[src/design/rrbb_pkg.sv]
`timescale 1ns / 1ps

package rrbb_pkg;

  // Default widths for the top-level parameters.
  localparam int COORD_WIDTH_DEFAULT    = 24;
  localparam int TRIG_FRAC_BITS_DEFAULT = 15;

  // Angle units: sixteenths of a degree.
  localparam int DEG_HALF_TURN       = 180;
  localparam int ANGLE_STEPS         = 16;
  localparam int HALF_TURN_STEPS     = DEG_HALF_TURN * ANGLE_STEPS;
  localparam int QUARTER_STEPS       = HALF_TURN_STEPS / 2;
  localparam int THREE_QUARTER_STEPS = QUARTER_STEPS * 3;
  localparam int FULL_STEPS          = HALF_TURN_STEPS * 2;
  localparam int ANGLE_WIDTH         = 13;
  localparam int QUARTER_ADDR_WIDTH  = $clog2(QUARTER_STEPS + 1);

  // Sine series constants: pi in Q30 and the number of Taylor terms.
  localparam logic [63:0] PI_Q30       = 64'd3373259426;
  localparam int          TAYLOR_TERMS = 12;

  // Width of the packed input beat, padded to whole bytes.
  function automatic int in_data_width(input int cw);
    return ((2 * cw + 2 * (cw - 1) + ANGLE_WIDTH + 7) / 8) * 8;
  endfunction

  // Width of the packed result beat, padded to whole bytes.
  function automatic int out_data_width(input int cw);
    return ((4 * (cw + 2) + 7) / 8) * 8;
  endfunction

  // Unsigned quotient by restoring shift and subtract, used only while the
  // table is built at elaboration.
  function automatic logic [63:0] udiv64(input logic [63:0] num, input logic [63:0] den);
    logic [63:0] quo;
    logic [64:0] rem;
    quo = '0;
    rem = '0;
    for (int i = 63; i >= 0; i--) begin
      rem = {rem[63:0], num[i]};
      if (rem >= {1'b0, den}) begin
        rem    = rem - {1'b0, den};
        quo[i] = 1'b1;
      end
    end
    return quo;
  endfunction

  // Quarter-wave sine entry k in Q1.frac_bits, from a rounded Q30 Taylor series.
  function automatic logic [63:0] trig_entry(input int unsigned k, input int frac_bits);
    logic [63:0] x;
    logic [63:0] x2;
    logic [63:0] term;
    logic [63:0] sum;
    logic [63:0] d;
    logic [63:0] res;
    x    = udiv64(64'(k) * PI_Q30 + 64'(HALF_TURN_STEPS / 2), 64'(HALF_TURN_STEPS));
    x2   = (x * x + (64'd1 << 29)) >> 30;
    term = x;
    sum  = x;
    for (int n = 1; n < TAYLOR_TERMS; n++) begin
      d    = 64'(2 * n) * 64'(2 * n + 1);
      term = udiv64((term * x2 + (64'd1 << 29)) >> 30, d);
      if (n[0]) begin
        sum = (sum >= term) ? sum - term : 64'd0;
      end else begin
        sum = sum + term;
      end
    end
    res = ((sum << frac_bits) + (64'd1 << 29)) >> 30;
    if (res > (64'd1 << frac_bits)) begin
      res = 64'd1 << frac_bits;
    end
    return res;
  endfunction

endpackage

[src/design/rrbb_corners.sv]
`timescale 1ns / 1ps

module rrbb_corners
  import rrbb_pkg::*;
#(
  parameter int COORD_WIDTH    = COORD_WIDTH_DEFAULT,
  parameter int TRIG_FRAC_BITS = TRIG_FRAC_BITS_DEFAULT
) (
  input  logic                          clk,
  input  logic                          rst,
  input  logic                          in_valid,
  output logic                          in_ready,
  input  logic signed [COORD_WIDTH-1:0] in_pos_x,
  input  logic signed [COORD_WIDTH-1:0] in_pos_y,
  input  logic [COORD_WIDTH-2:0]        in_width,
  input  logic [COORD_WIDTH-2:0]        in_height,
  input  logic [TRIG_FRAC_BITS:0]       in_sin_mag,
  input  logic [TRIG_FRAC_BITS:0]       in_cos_mag,
  input  logic                          in_neg_sin,
  input  logic                          in_neg_cos,
  output logic                          out_valid,
  input  logic                          out_ready,
  output logic signed [COORD_WIDTH-1:0] out_pos_x,
  output logic signed [COORD_WIDTH-1:0] out_pos_y,
  output logic signed [COORD_WIDTH+1:0] off_x2,
  output logic signed [COORD_WIDTH+1:0] off_y2,
  output logic signed [COORD_WIDTH+1:0] off_x3,
  output logic signed [COORD_WIDTH+1:0] off_y3,
  output logic signed [COORD_WIDTH+1:0] off_x4,
  output logic signed [COORD_WIDTH+1:0] off_y4
);

  localparam int SW   = COORD_WIDTH - 1;
  localparam int TW   = TRIG_FRAC_BITS + 2;
  localparam int PW   = TRIG_FRAC_BITS + SW + 2;
  localparam int SUMW = TRIG_FRAC_BITS + SW + 3;
  localparam int OW   = COORD_WIDTH + 2;
  localparam logic signed [SUMW-1:0] ROUND_HALF =
    {{(SUMW-1){1'b0}}, 1'b1} << (TRIG_FRAC_BITS - 1);

  logic                    prod_valid;
  logic                    prod_ready;
  logic signed [COORD_WIDTH-1:0] prod_pos_x;
  logic signed [COORD_WIDTH-1:0] prod_pos_y;
  logic signed [PW-1:0]    prod_cw;
  logic signed [PW-1:0]    prod_sw;
  logic signed [PW-1:0]    prod_sh;
  logic signed [PW-1:0]    prod_ch;
  logic signed [TW-1:0]    sin_val;
  logic signed [TW-1:0]    cos_val;
  logic signed [SW:0]      width_val;
  logic signed [SW:0]      height_val;
  logic [TW-1:0]           sin_ext;
  logic [TW-1:0]           cos_ext;
  logic signed [SUMW-1:0]  sum_x2;
  logic signed [SUMW-1:0]  sum_y2;
  logic signed [SUMW-1:0]  sum_x3;
  logic signed [SUMW-1:0]  sum_y3;
  logic signed [SUMW-1:0]  sum_x4;
  logic signed [SUMW-1:0]  sum_y4;

  // Stage handshake: a stage loads when it is empty or its successor loads.
  assign in_ready   = !prod_valid || prod_ready;
  assign prod_ready = !out_valid || out_ready;

  // Signed sine and cosine from the table magnitudes and quadrant signs.
  always_comb begin
    sin_ext    = {1'b0, in_sin_mag};
    cos_ext    = {1'b0, in_cos_mag};
    sin_val    = signed'(in_neg_sin ? -sin_ext : sin_ext);
    cos_val    = signed'(in_neg_cos ? -cos_ext : cos_ext);
    width_val  = signed'({1'b0, in_width});
    height_val = signed'({1'b0, in_height});
  end

  // Product stage: the four trig-by-size products.
  always_ff @(posedge clk) begin
    if (rst) begin
      prod_valid <= 1'b0;
    end else if (in_ready) begin
      prod_valid <= in_valid;
    end
    if (in_ready) begin
      prod_pos_x <= in_pos_x;
      prod_pos_y <= in_pos_y;
      prod_cw    <= PW'(cos_val * width_val);
      prod_sw    <= PW'(sin_val * width_val);
      prod_sh    <= PW'(sin_val * height_val);
      prod_ch    <= PW'(cos_val * height_val);
    end
  end

  // Exact corner sums with the rounding half already added.
  always_comb begin
    sum_x2 = SUMW'(prod_cw) + ROUND_HALF;
    sum_y2 = SUMW'(prod_sw) + ROUND_HALF;
    sum_x3 = SUMW'(prod_cw) - SUMW'(prod_sh) + ROUND_HALF;
    sum_y3 = SUMW'(prod_sw) + SUMW'(prod_ch) + ROUND_HALF;
    sum_x4 = ROUND_HALF - SUMW'(prod_sh);
    sum_y4 = SUMW'(prod_ch) + ROUND_HALF;
  end

  // Offset stage: an arithmetic shift floors, so the result rounds half up.
  always_ff @(posedge clk) begin
    if (rst) begin
      out_valid <= 1'b0;
    end else if (prod_ready) begin
      out_valid <= prod_valid;
    end
    if (prod_ready) begin
      out_pos_x <= prod_pos_x;
      out_pos_y <= prod_pos_y;
      off_x2    <= OW'(sum_x2 >>> TRIG_FRAC_BITS);
      off_y2    <= OW'(sum_y2 >>> TRIG_FRAC_BITS);
      off_x3    <= OW'(sum_x3 >>> TRIG_FRAC_BITS);
      off_y3    <= OW'(sum_y3 >>> TRIG_FRAC_BITS);
      off_x4    <= OW'(sum_x4 >>> TRIG_FRAC_BITS);
      off_y4    <= OW'(sum_y4 >>> TRIG_FRAC_BITS);
    end
  end

endmodule

[config.mk]
export PLATFORM = sky130hd
export DESIGN_NAME = rrbb_corners
export DESIGN_NICKNAME = d
export VERILOG_FILES = /design/src/design/rrbb_pkg.sv /design/src/design/rrbb_corners.sv
export SDC_FILE = /design/constraint.sdc
export NUM_CORES = 2
export LEC_CHECK = 0
export BUFFER_PORTS_ARGS = -buffer_cell sky130_fd_sc_hd__buf_2
export CORE_AREA = 2 2 364 330
export CTS_CLUSTER_SIZE = 24
export DETAILED_ROUTE_END_ITERATION = 8
export DIE_AREA = 0 0 366 332
export PLACE_DENSITY = 0.75
export SLEW_MARGIN = 0
export SYNTH_ARGS = -nofsm -noshare
export SYNTH_HDL_FRONTEND = slang
export SYNTH_SLANG_ARGS = --single-unit
[constraint.sdc]
create_clock -name clk -period 13.21 [get_ports clk]
set_input_delay 1.321 -clock clk [delete_from_list [all_inputs] [get_ports clk]]
set_output_delay 1.321 -clock clk [all_outputs]
set_load 0.01 [all_outputs]
==> results.sh <==
export IMPL_grt_max_degree=94
export IMPL_synth_edf_count=412
export IMPL_async_flop_share_pct=0
export IMPL_drt_iter0_drc=4306
export IMPL_syn_inst=7334
export IMPL_routedWlPerCell_um=20.0
export IMPL_cts_hold_buffers=0
export IMPL_drive_above_1_share_pct=7.50
export IMPL_grt_overflow_total=0
export IMPL_max_freq_mhz=104
export IMPL_grt_usage_pct=31.1
export IMPL_min_period_over_period_pct=72.8
export IMPL_synth_net_count=9421
export IMPL_finalSetupViolCount=0
export IMPL_core_um2=118000
export IMPL_numCtsBuffers=50
export IMPL_use_met2_pct=49.5
export IMPL_fp_dieArea_um2=122000
export IMPL_critical_path_startpoint_type="input pin"
export IMPL_final_nets=9577
export IMPL_use_met1_pct=41.1
export IMPL_boundaryPins=338
export IMPL_routed_wirelength_um=182000
export IMPL_hold_violations=0
export IMPL_cts_tree="built"
export IMPL_outcome="complete, no violations"
export IMPL_cts_sink_count=414
export IMPL_io_buffer_count=337
export IMPL_crit_type="in2reg"
export IMPL_syn_avg_cell_area_um2=9.58
export IMPL_path_buf_inv=8
export IMPL_grt_pass1_vias=54975
export IMPL_top_usage_layer="met2"
export IMPL_fin_crit_ns=9.61
export IMPL_clkTransAtPathRegs_ns=0.07
export IMPL_met3_usage_pct=6.05
export IMPL_crit_path_top_delay_cell="xnor2_2"
export IMPL_yosysWarnings=0
export IMPL_rsz0062_at_grt="no"
export IMPL_place_hpwl_um=136000
export IMPL_tightest_slew_ns=1.30
export IMPL_clk_latency_ns=0.69
export IMPL_initial_utilization_pct=59.5
export IMPL_critPathCaptureType="flip-flop"
export IMPL_antenna_left=0
export IMPL_final_common_cell="inv_1"
export IMPL_vias=51127
export IMPL_skew_ns=0.0755
export IMPL_first_pass_iters=6
export IMPL_min_path_type="reg2reg"
export IMPL_setup_tns_ns=0
export IMPL_cpMostUsedCell="fa_1"
export IMPL_crit_family="adder cells"
export IMPL_ys_flop_type="edfxtp_1"
export IMPL_grt_pass1_wl_um=296000
export IMPL_ys_ff_latch=414
export IMPL_synth_area_leader_cell="fa_1"
export IMPL_post_synth_instance_area_um2=70300
export IMPL_fp_dieW_um=366
export IMPL_gp_congestion=0.938
export IMPL_antenna_found_initial=14
export IMPL_post_route_drc_count=0
export IMPL_drv_cap=0
export IMPL_ys_types=73
export IMPL_slew_headroom_pct=13.1
export IMPL_seq_area_frac_synth_pct=17.7
export IMPL_synth_top_area_share_pct=35.8
export IMPL_critical_path_max_stage_delay_ns=1.00
export IMPL_htreeDepth=2
export IMPL_required_ns=13.65
export IMPL_synth_area_leaders="fa_1, edfxtp_1, ha_1"
export IMPL_crit_fanout=26
export IMPL_cts_resized=0
export IMPL_vias_per_cell=5.61
export IMPL_slew_viol_final=0
export IMPL_die_y_um=332
export IMPL_area_delta_synth_final_pct=7.26
export IMPL_worstPathArrival_ns=10.05
export IMPL_layout_common_cells="inv_1, fa_1, nand2_1"
export IMPL_floorplan_rows=120
export IMPL_cts_setup_buffers=0
export IMPL_cts_buffer_depth=3
export IMPL_fillers=9600
export IMPL_cts_root_buf="clkbuf_16"
## per-stage QoR
stage                     area, um^2  worst slack (ns)  hold WS, ns  std cells  util [%]
after floorplan                70300              4.34        0.400       7334         -
after global placement         73600              3.27        0.400       9024      62.4
after global routing           75400              3.24        0.373       9118      63.9
after detailed placement       73600              3.09        0.405       9024      62.4
after CTS                      75400              3.85        0.358       9116      63.9
final                          75400              3.60        0.374       9120      63.9
## layer usage
| metal | share of wire [%] | wire, um |
|---|---|---|
| met4 | 5.3 | 9730 |
| met1 | 39 | 71700 |
| met2 | 46 | 83200 |
| met3 | 9.6 | 17500 |
| met5 | 0.021 | 39 |
## kinds of logic after synthesis
logic type	synth area share (%)
adder cells (fa/ha/maj)	48.2
AO/OA/AOI/OAI	4.96
multiplexers	0.0605
flip-flops	17.7
XOR/XNOR	3.60
buffers and inverters	10.6
AND/OR/NAND/NOR	14.9
## sequential cells by signal (all words and copies together), names as in the netlist, 24 cells and up
signal      count
prod_ch        40
prod_cw        40
prod_sh        40
prod_sw        40
off_x2         26
off_x3         26
off_x4         26
off_y2         26
off_y3         26
off_y4         26
out_pos_x      24
out_pos_y      24
prod_pos_x     24
prod_pos_y     24
## path summary, 6_finish.rpt
kind                                          startpoint  cells past startpoint                 endpoint  slack, ns
worst max-delay path                       in_sin_mag[0]                     27    prod_sh[39]$_DFFE_PP_       3.60
worst min-delay path            prod_pos_x[20]$_DFFE_PP_                      0  out_pos_x[20]$_DFFE_PP_       0.37
worst max register to register     prod_ch[24]$_DFFE_PP_                     11     off_y3[20]$_DFFE_PP_       9.26
worst min register to register  prod_pos_x[20]$_DFFE_PP_                      0  out_pos_x[20]$_DFFE_PP_       0.37
## cell type report
type / count / area, um^2 / share of cell area (%)
clock buffer: 55 / 1270 / 1.68
sequential: 414 / 12400 / 16.5
timing repair buffer: 392 / 2100 / 2.79
inverter: 1701 / 6390 / 8.48
antenna: 4 / 10.0 / 0.0133
multi-input combinational: 4931 / 50700 / 67.3
clock inverter: 37 / 490 / 0.651
tap: 1586 / 1980 / 2.63
## Yosys cell counts, types with 33 or more instances
cell,instances
o21ai_0,87
o21a_1,33
ha_1,699
and2_1,540
a21oi_1,157
nor3_1,46
or2_2,37
nand3_1,79
xnor2_1,217
fa_1,1256
inv_1,1701
and3_1,37
a21o_1,78
nand2b_1,38
nor2b_1,112
clkbuf_1,288
nand2_1,983
xor2_1,72
nor2_1,202
edfxtp_1,412
Power is left out: the tool's default activity adds up to more than one toggle a clock period on the data nets, which glitch-free logic cannot reach.
