## src/design/rrbb_pkg.sv

```systemverilog
`timescale 1ns / 1ps

package rrbb_pkg;

  // Default widths for the top-level parameters.
  localparam int COORD_WIDTH_DEFAULT    = 24;
  localparam int TRIG_FRAC_BITS_DEFAULT = 15;

  // Angle units: sixteenths of a degree.
  localparam int DEG_HALF_TURN       = 180;
  localparam int ANGLE_STEPS         = 16;
  localparam int HALF_TURN_STEPS     = DEG_HALF_TURN * ANGLE_STEPS;
  localparam int QUARTER_STEPS       = HALF_TURN_STEPS / 2;
  localparam int THREE_QUARTER_STEPS = QUARTER_STEPS * 3;
  localparam int FULL_STEPS          = HALF_TURN_STEPS * 2;
  localparam int ANGLE_WIDTH         = 13;
  localparam int QUARTER_ADDR_WIDTH  = $clog2(QUARTER_STEPS + 1);

  // Sine series constants: pi in Q30 and the number of Taylor terms.
  localparam logic [63:0] PI_Q30       = 64'd3373259426;
  localparam int          TAYLOR_TERMS = 12;

  // Width of the packed input beat, padded to whole bytes.
  function automatic int in_data_width(input int cw);
    return ((2 * cw + 2 * (cw - 1) + ANGLE_WIDTH + 7) / 8) * 8;
  endfunction

  // Width of the packed result beat, padded to whole bytes.
  function automatic int out_data_width(input int cw);
    return ((4 * (cw + 2) + 7) / 8) * 8;
  endfunction

  // Unsigned quotient by restoring shift and subtract, used only while the
  // table is built at elaboration.
  function automatic logic [63:0] udiv64(input logic [63:0] num, input logic [63:0] den);
    logic [63:0] quo;
    logic [64:0] rem;
    quo = '0;
    rem = '0;
    for (int i = 63; i >= 0; i--) begin
      rem = {rem[63:0], num[i]};
      if (rem >= {1'b0, den}) begin
        rem    = rem - {1'b0, den};
        quo[i] = 1'b1;
      end
    end
    return quo;
  endfunction

  // Quarter-wave sine entry k in Q1.frac_bits, from a rounded Q30 Taylor series.
  function automatic logic [63:0] trig_entry(input int unsigned k, input int frac_bits);
    logic [63:0] x;
    logic [63:0] x2;
    logic [63:0] term;
    logic [63:0] sum;
    logic [63:0] d;
    logic [63:0] res;
    x    = udiv64(64'(k) * PI_Q30 + 64'(HALF_TURN_STEPS / 2), 64'(HALF_TURN_STEPS));
    x2   = (x * x + (64'd1 << 29)) >> 30;
    term = x;
    sum  = x;
    for (int n = 1; n < TAYLOR_TERMS; n++) begin
      d    = 64'(2 * n) * 64'(2 * n + 1);
      term = udiv64((term * x2 + (64'd1 << 29)) >> 30, d);
      if (n[0]) begin
        sum = (sum >= term) ? sum - term : 64'd0;
      end else begin
        sum = sum + term;
      end
    end
    res = ((sum << frac_bits) + (64'd1 << 29)) >> 30;
    if (res > (64'd1 << frac_bits)) begin
      res = 64'd1 << frac_bits;
    end
    return res;
  endfunction

endpackage

```

## src/design/rrbb_extent.sv

```systemverilog
`timescale 1ns / 1ps

module rrbb_extent
  import rrbb_pkg::*;
#(
  parameter int COORD_WIDTH = COORD_WIDTH_DEFAULT
) (
  input  logic                          clk,
  input  logic                          rst,
  input  logic                          in_valid,
  output logic                          in_ready,
  input  logic signed [COORD_WIDTH-1:0] in_pos_x,
  input  logic signed [COORD_WIDTH-1:0] in_pos_y,
  input  logic signed [COORD_WIDTH+1:0] off_x2,
  input  logic signed [COORD_WIDTH+1:0] off_y2,
  input  logic signed [COORD_WIDTH+1:0] off_x3,
  input  logic signed [COORD_WIDTH+1:0] off_y3,
  input  logic signed [COORD_WIDTH+1:0] off_x4,
  input  logic signed [COORD_WIDTH+1:0] off_y4,
  output logic                          out_valid,
  input  logic                          out_ready,
  output logic signed [COORD_WIDTH+1:0] min_x,
  output logic signed [COORD_WIDTH+1:0] min_y,
  output logic signed [COORD_WIDTH+1:0] max_x,
  output logic signed [COORD_WIDTH+1:0] max_y
);

  localparam int OW = COORD_WIDTH + 2;

  logic                          ext_valid;
  logic                          ext_ready;
  logic signed [COORD_WIDTH-1:0] ext_pos_x;
  logic signed [COORD_WIDTH-1:0] ext_pos_y;
  logic signed [OW-1:0]          ext_min_x;
  logic signed [OW-1:0]          ext_min_y;
  logic signed [OW-1:0]          ext_max_x;
  logic signed [OW-1:0]          ext_max_y;
  logic signed [OW-1:0]          lo_xa, lo_xb, hi_xa, hi_xb;
  logic signed [OW-1:0]          lo_ya, lo_yb, hi_ya, hi_yb;
  logic signed [OW-1:0]          min_x_next, min_y_next, max_x_next, max_y_next;

  assign in_ready  = !ext_valid || ext_ready;
  assign ext_ready = !out_valid || out_ready;

  // Extremes of the offsets; the anchor corner has offset zero.
  always_comb begin
    lo_xa      = off_x2[OW-1] ? off_x2 : '0;
    hi_xa      = off_x2[OW-1] ? '0 : off_x2;
    lo_xb      = (off_x3 < off_x4) ? off_x3 : off_x4;
    hi_xb      = (off_x3 > off_x4) ? off_x3 : off_x4;
    lo_ya      = off_y2[OW-1] ? off_y2 : '0;
    hi_ya      = off_y2[OW-1] ? '0 : off_y2;
    lo_yb      = (off_y3 < off_y4) ? off_y3 : off_y4;
    hi_yb      = (off_y3 > off_y4) ? off_y3 : off_y4;
    min_x_next = (lo_xa < lo_xb) ? lo_xa : lo_xb;
    max_x_next = (hi_xa > hi_xb) ? hi_xa : hi_xb;
    min_y_next = (lo_ya < lo_yb) ? lo_ya : lo_yb;
    max_y_next = (hi_ya > hi_yb) ? hi_ya : hi_yb;
  end

  // Extent stage register.
  always_ff @(posedge clk) begin
    if (rst) begin
      ext_valid <= 1'b0;
    end else if (in_ready) begin
      ext_valid <= in_valid;
    end
    if (in_ready) begin
      ext_pos_x <= in_pos_x;
      ext_pos_y <= in_pos_y;
      ext_min_x <= min_x_next;
      ext_min_y <= min_y_next;
      ext_max_x <= max_x_next;
      ext_max_y <= max_y_next;
    end
  end

  // Result register: move the extremes back to the anchor.
  always_ff @(posedge clk) begin
    if (rst) begin
      out_valid <= 1'b0;
    end else if (ext_ready) begin
      out_valid <= ext_valid;
    end
    if (ext_ready) begin
      min_x <= OW'(ext_pos_x) + ext_min_x;
      min_y <= OW'(ext_pos_y) + ext_min_y;
      max_x <= OW'(ext_pos_x) + ext_max_x;
      max_y <= OW'(ext_pos_y) + ext_max_y;
    end
  end

endmodule

```

## config.mk

```make
export PLATFORM = sky130hd
export DESIGN_NAME = rrbb_extent
export DESIGN_NICKNAME = d
export VERILOG_FILES = /design/src/design/rrbb_pkg.sv /design/src/design/rrbb_extent.sv
export SDC_FILE = /design/constraint.sdc
export NUM_CORES = 1
export LEC_CHECK = 0
export CORE_UTILIZATION = 40
export DETAILED_ROUTE_END_ITERATION = 10
export DONT_BUFFER_PORTS = 1
export SLEW_MARGIN = 20
export SYNTH_ARGS = -nofsm -noshare
export SYNTH_HDL_FRONTEND = slang
export SYNTH_SLANG_ARGS = --single-unit
export TNS_END_PERCENT = 10
```

## constraint.sdc

```tcl
create_clock -name clk -period 11.8 [get_ports clk]
set_input_delay 2.36 -clock clk [delete_from_list [all_inputs] [get_ports clk]]
set_output_delay 2.36 -clock clk [all_outputs]
set_load 0.02 [all_outputs]
```

==> results of run 1 <==
per-stage QoR:
| stage | instances | hold WS, ns |
|---|---|---|
| 5_1_grt | 2492 | 0.5504 |
| 3_5_place_dp | 2428 | 0.5223 |
| 6_report | 2494 | 0.5346 |
| 3_3_place_gp | 2428 | 0.5117 |
| 2_1_floorplan | 1845 | 0.4631 |
| 4_1_cts | 2490 | 0.5370 |
cells in the final DEF, fill, tap and decap left out, drive strengths merged, types with 9 or more instances in the layout:
master | netlist | layout
buf | 16 | 12
nor2 | 134 | 134
nand2 | 146 | 146
ha | 246 | 246
inv | 187 | 187
and2 | 9 | 9
nor3 | 28 | 28
o21a | 30 | 30
a21oi | 147 | 147
a211oi | 14 | 14
nand3 | 25 | 25
nand4 | 28 | 28
edfxtp | 256 | 256
xor2 | 24 | 24
o21bai | 11 | 11
or3 | 13 | 13
o31ai | 9 | 9
and3 | 17 | 17
xnor2 | 65 | 65
a31oi | 9 | 9
nor2b | 28 | 28
a21o | 51 | 51
clkbuf | 19 | 42
mux2i | 144 | 144
clkinv | 0 | 11
nand2b | 16 | 16
o21ai | 71 | 71
sequential cells by signal, summed over array words and instances, names as in the netlist:
register,count
min_x,26
ext_valid,1
min_y,26
max_y,26
ext_min_y,26
ext_max_y,26
ext_pos_x,24
ext_pos_y,24
out_valid,1
max_x,26
ext_max_x,26
ext_min_x,26
power breakdown:
| part | internal, W | leakage (nW) | switching, W |
|---|---|---|---|
| registers | 0.00139 | 2.76 | 0.000374 |
| clock network | 0.000733 | 0.598 | 0.000415 |
| logic | 0.000542 | 6.56 | 0.000739 |
cell families after synthesis:
kind of cell	Yosys count	synth area share, %
AOI/OAI and AO/OA	407	14.10
other	1	0.01972
adders and majority gates	250	16.60
and+or+nand+nor	465	11.81
DFF	258	40.63
muxes	152	8.137
xor gates and xnor gates	89	4.098
buffers and inverters	222	4.598
cells in the mapped netlist, types with 5 or more instances:
library cell / count
nor2b_1: 28
buf_2: 6
and3_1: 17
a211oi_1: 14
clkbuf_1: 19
and2_1: 9
edfxtp_1: 256
or3_1: 11
xor2_1: 24
nand4_1: 26
nand2_1: 146
inv_1: 185
nor3_1: 26
ha_1: 246
o21ai_0: 66
a21o_1: 51
o21bai_1: 11
nor2_1: 131
nand2b_1: 16
a21oi_1: 146
nand3_1: 25
o21a_1: 30
buf_1: 5
mux2i_1: 143
xnor2_1: 65
a31oi_1: 8
o31ai_1: 9
worst max-delay path, cell delays in order:
cell and delay [ns]:
inv_1 0.03, ha_1 0.51, nand4_4 0.18, nor2_4 0.18, nand4_1 0.15, and2_1 0.22, a21boi_2 0.17, nor2_2 0.69
mux2i_1 0.45, ha_1 0.32, a21o_1 0.16, a21o_1 0.17, a21o_1 0.19, a21oi_1 0.15, nor2b_1 0.05, o21ai_0 0.37
nand2_1 0.14, a311oi_2 0.29, nand3_1 0.17, o211ai_4 0.93, mux2_1 0.39
routing by layer:
metal	vias to the layer above	part of all wire [%]
li1	6796	-
met2	323	46
met5	-	0.017
met4	2	2.5
met1	6631	46
met3	66	5.8
cell type report:
type                            count  area (sq um)  area share, %
Multi-Input combinational cell   1365         10450          49.76
Sequential cell                   258          7727          36.79
Clock buffer                       42         964.7          4.593
Tap cell                          607         759.5          3.616
Inverter                          187         704.4          3.354
Clock inverter                     20         277.8          1.322
Timing Repair Buffer               12         110.1         0.5242
Antenna cell                        3         7.507        0.03574
worst paths after layout:
| kind | startpoint | end | slack, ns | cells past startpoint |
|---|---|---|---|---|
| min reg2reg | ext_max_x[0] | max_x[0] | 0.53 | 1 |
| min | ext_max_x[0] | max_x[0] | 0.53 | 1 |
| max | off_y4[25] | ext_max_y[0] | 3.81 | 21 |
| max reg2reg | ext_pos_y[1] | min_y[25] | 7.70 | 12 |
==> results.sh, run 1 <==
export IMPL_yosysTopAreaCellShare_pct=40.42
export IMPL_die_width_microns=220.1
export IMPL_tns_ns=0
export IMPL_root_buffer="clkbuf_16"
export IMPL_antenna_left=0
export IMPL_core_area_sq_um=46750
export IMPL_fin_crit_ns=7.989
export IMPL_cts_num_sinks=258
export IMPL_fin_util_pct=44.92
export IMPL_dp_hpwl_mm=42.17
export IMPL_setup_violations=0
export IMPL_finalHoldViolations=0
export IMPL_viasPerCell=5.540
export IMPL_drt_wl_total_mm=53.32
export IMPL_initial_core_util_pct=40.68
export IMPL_syn_area_per_cell_sq_um=10.31
export IMPL_final_cell_area_sq_um=21000
export IMPL_grt_pass1_vias=13670
export IMPL_grt_max_degree=71
export IMPL_ctsLongestPathBuffers=3
export IMPL_synth_area_leader_cell="edfxtp_1"
export IMPL_finalMaxSlewViolations=0
export IMPL_drc=20
export IMPL_worstSetupPathType="in -> reg"
export IMPL_grtUsageMet2_pct=35.16
export IMPL_place_area_sq_um=19730
export IMPL_clk_pin_slew_ns=0.06
export IMPL_drv_cap=0
export IMPL_grtUsageTotal_pct=21.91
export IMPL_synthCells=1844
export IMPL_drt_iter0_drc=889
export IMPL_grt_pass1_wl_mm=80.01
export IMPL_use_met1_pct=29.00
export IMPL_hold_buffers=0
export IMPL_hold_class="reg -> reg"
export IMPL_grtUsageMet3_pct=5.618
export IMPL_post_drt_wl_per_cell_microns=21.38
export IMPL_worstMarginPinSlew_ns=1.162
export IMPL_htreeDepth=2
export IMPL_max_vdd_ir_drop_uv=137.0
export IMPL_ios=314
export IMPL_status="finished, violations left"
export IMPL_worstPathRequired_ns=12.09
export IMPL_p_leak_nw=9.915
export IMPL_p_total_w=0.004196
export IMPL_place_congestion=0.9085
export IMPL_synth_seq_cells=258
export IMPL_dp_slack_ns=3.246
export IMPL_synth_area_leaders="edfxtp_1 (40%), ha_1 (16%), mux2i_1 (7.5%)"
export IMPL_area_growth_pct=10.43
export IMPL_rsz0062_at_grt="no"
export IMPL_die_y_microns=220.1
export IMPL_busiest_layer="met2"
export IMPL_cts_tree="built"
export IMPL_cts_buffers=34
export IMPL_synth_seq_area_share_pct=40.63
export IMPL_endpoint_kind="register"
export IMPL_grt_overflow=0
export IMPL_slew_headroom_pct=22.14
export IMPL_drive_above_1_share_pct=5.786
export IMPL_fmax_ghz=0.1252
export IMPL_portBuffers=0
export IMPL_powerDensity_nw_per_um2=199.8
export IMPL_ctsResizeCount=0
export IMPL_dieArea_sq_um=48430
export IMPL_yosys_warnings=0
export IMPL_antenna_found_initial=6
export IMPL_fillers=4338
export IMPL_arrival_ns=8.28
export IMPL_clkLatencyLatePin_ns=0.55
export IMPL_synthesis_area_sq_um=19020
export IMPL_rows=79
export IMPL_drt_pass1_iter_count=8
export IMPL_start_kind="input pin"
export IMPL_final_period_utilization_pct=67.71
export IMPL_fin_skew_ns=0.01683
export IMPL_fin_nets=2316
export IMPL_synth_cell_types=88
export IMPL_cts_setup_buffers=0
export IMPL_async_reset_ff_share_pct=0
export IMPL_vias=13820
export IMPL_synth_ff_type="edfxtp_1"
export IMPL_crit_path_max_fanout=25
export IMPL_fin_ws_ns=3.811
export IMPL_violations="DRC"
export IMPL_synth_edf_count=256
Note: power is estimated with default switching activity, not from simulation.
==> run 2: changes to the inputs <==
Clock period 11.8 ns to 6.7 ns, I/O delays scaled along.
==> results.sh, run 2 (same netlist as run 1, synthesis figures left out) <==
export IMPL_status="finished, violations left"
export IMPL_violations="DRC"
export IMPL_htreeDepth=2
export IMPL_ios=314
export IMPL_dp_slack_ns=0.4126
export IMPL_tns_ns=0
export IMPL_antenna_found_initial=5
export IMPL_cts_buffers=34
export IMPL_grtUsageTotal_pct=21.89
export IMPL_grt_pass1_vias=13510
export IMPL_cp_buffers_inverters=3
export IMPL_cts_tree="built"
export IMPL_clkLatencyLatePin_ns=0.54
export IMPL_drt_pass1_iter_count=8
export IMPL_r2r_cells=12
export IMPL_dieArea_sq_um=48430
export IMPL_fin_skew_ns=0.01735
export IMPL_rrSetupSlack_ns=2.70
export IMPL_die_y_microns=220.1
export IMPL_worstSetupPathType="in -> reg"
export IMPL_initial_core_util_pct=40.68
export IMPL_core_area_sq_um=46750
export IMPL_finalMaxSlewViolations=0
export IMPL_whs_endpoint="out_valid"
export IMPL_hp_start="ext_valid"
export IMPL_drc=20
export IMPL_dp_hpwl_mm=43.22
export IMPL_busiest_layer="met2"
export IMPL_r2r_start="ext_pos_y[1]"
export IMPL_clk_pin_slew_ns=0.05
export IMPL_cts_setup_buffers=0
export IMPL_portBuffers=0
export IMPL_grt_pass1_wl_mm=79.87
export IMPL_slew_headroom_pct=34.40
export IMPL_p_leak_nw=9.973
export IMPL_final_period_utilization_pct=87.25
export IMPL_worstPathRequired_ns=7.03
export IMPL_crit_start="off_y4[25]"
export IMPL_drt_iter0_drc=784
export IMPL_ctsLongestPathBuffers=3
export IMPL_use_met1_pct=28.45
export IMPL_die_width_microns=220.1
export IMPL_finalHoldViolations=0
export IMPL_grt_overflow=0
export IMPL_fin_ws_ns=0.8545
export IMPL_worstMarginPinSlew_ns=0.9839
export IMPL_fin_nets=2331
export IMPL_worst_hold_path_num_cells=2
export IMPL_hold_buffers=0
export IMPL_arrival_ns=6.17
export IMPL_drt_wl_total_mm=54.11
export IMPL_max_vdd_ir_drop_uv=328.5
export IMPL_place_congestion=0.9603
export IMPL_grt_max_degree=72
export IMPL_rows=79
export IMPL_rsz0062_at_grt="no"
export IMPL_ctsResizeCount=0
export IMPL_crit_family="simple AND/OR/NAND/NOR gates"
export IMPL_holdWs_ns=0.5385
export IMPL_fillers=4366
export IMPL_layout_commonest_cell="edfxtp_1"
export IMPL_cts_num_sinks=258
export IMPL_fmax_ghz=0.1711
export IMPL_viasPerCell=5.560
export IMPL_root_buffer="clkbuf_16"
export IMPL_placed_cells=2444
export IMPL_vias=13930
export IMPL_setup_violations=0
export IMPL_endpoint_kind="register"
export IMPL_crit_slowest_cell="ha_1"
export IMPL_post_drt_wl_per_cell_microns=21.60
export IMPL_path_cells="inv_1 > ha_1 > nand4_4 > nor2_4 > nand4_1 > and2_1 > a21boi_2 > nor2_2 > buf_4 > mux2i_1 > ha_1 > and4_1 > and3_1 > a221oi_1 > nand2_1 > a311oi_2 > nand3_1 > o211ai_4 > buf_12 > mux2i_1"
export IMPL_hold_class="reg -> reg"
export IMPL_area_growth_pct=10.86
export IMPL_grtUsageMet2_pct=35.37
export IMPL_antenna_left=0
export IMPL_drv_cap=0
export IMPL_max_stage_delay_ns=0.49
export IMPL_fin_crit_ns=5.846
export IMPL_drive_above_1_share_pct=6.389
export IMPL_timing_rr_end="min_y[25]"
export IMPL_powerDensity_nw_per_um2=348.2
export IMPL_stdcell_count=2505
export IMPL_start_kind="input pin"
export IMPL_crit_path_max_fanout=15
export IMPL_mostFrequentLayoutCells="edfxtp_1 (256), ha_1 (246), inv_1 (184), a21oi_1 (146), nand2_1 (145)"
export IMPL_grtUsageMet3_pct=5.162
## run 2: changes by cell type in the layout (fill, tap and decap cells not counted), sizes merged
cell and delta:
buf +15, bufinv -1, clkbuf +1, clkinv -4, clkinvlp -1, diode +1
## run 2: worst max path at each step
stage	endpoint	cells past startpoint
6_report	ext_max_y[19]	20
5_1_grt	ext_min_x[25]	24
4_1_cts	ext_min_x[25]	23
3_5_place_dp	ext_min_x[25]	24
3_3_place_gp	ext_min_x[25]	24
2_1_floorplan	ext_max_y[0]	22
## run 2: layout make-up
cell class              count  area (sq um)  share of cell area (%)
diodes                      4         10.01                 0.04747
clock buffers              43         948.4                   4.498
clock inverters            14         219.0                   1.038
inverters                 187         704.4                   3.341
multi-input cells        1365         10450                   49.57
flip-flops and latches    258          7727                   36.65
well taps                 607         759.5                   3.602
repair buffers             27         265.3                   1.258
## run 2: per-layer routing
metal / up-vias / routed length [microns]
met5: - / 9
met4: 2 / 1761
met3: 101 / 3502
met2: 401 / 24680
met1: 6609 / 24150
li1: 6815 / -
## run 2: power by group
| part | internal (W) | total [W] | leakage, nW | switching [W] |
|---|---|---|---|---|
| clock network | 0.00123 | 0.00193 | 0.568 | 0.000707 |
| logic | 0.000984 | 0.00227 | 6.64 | 0.00128 |
| registers | 0.00245 | 0.00314 | 2.76 | 0.000686 |
## run 2: tightest hold or removal path, cell delays in order, from the launching register on
cell and delay, ns:
dfxtp_1 0.34, nor2_1 0.11, nor2_1 0.04
## run 2: stage by stage
step / util, % / total power, W / cell area (sq um)
finish: 45.10 / 0.007341 / 21090
global route: 45.08 / 0.007740 / 21080
CTS: 45.08 / 0.007412 / 21080
detailed placement: 42.58 / 0.005425 / 19910
global placement: 42.58 / 0.005396 / 19910
floorplan: - / 0.004710 / 19020
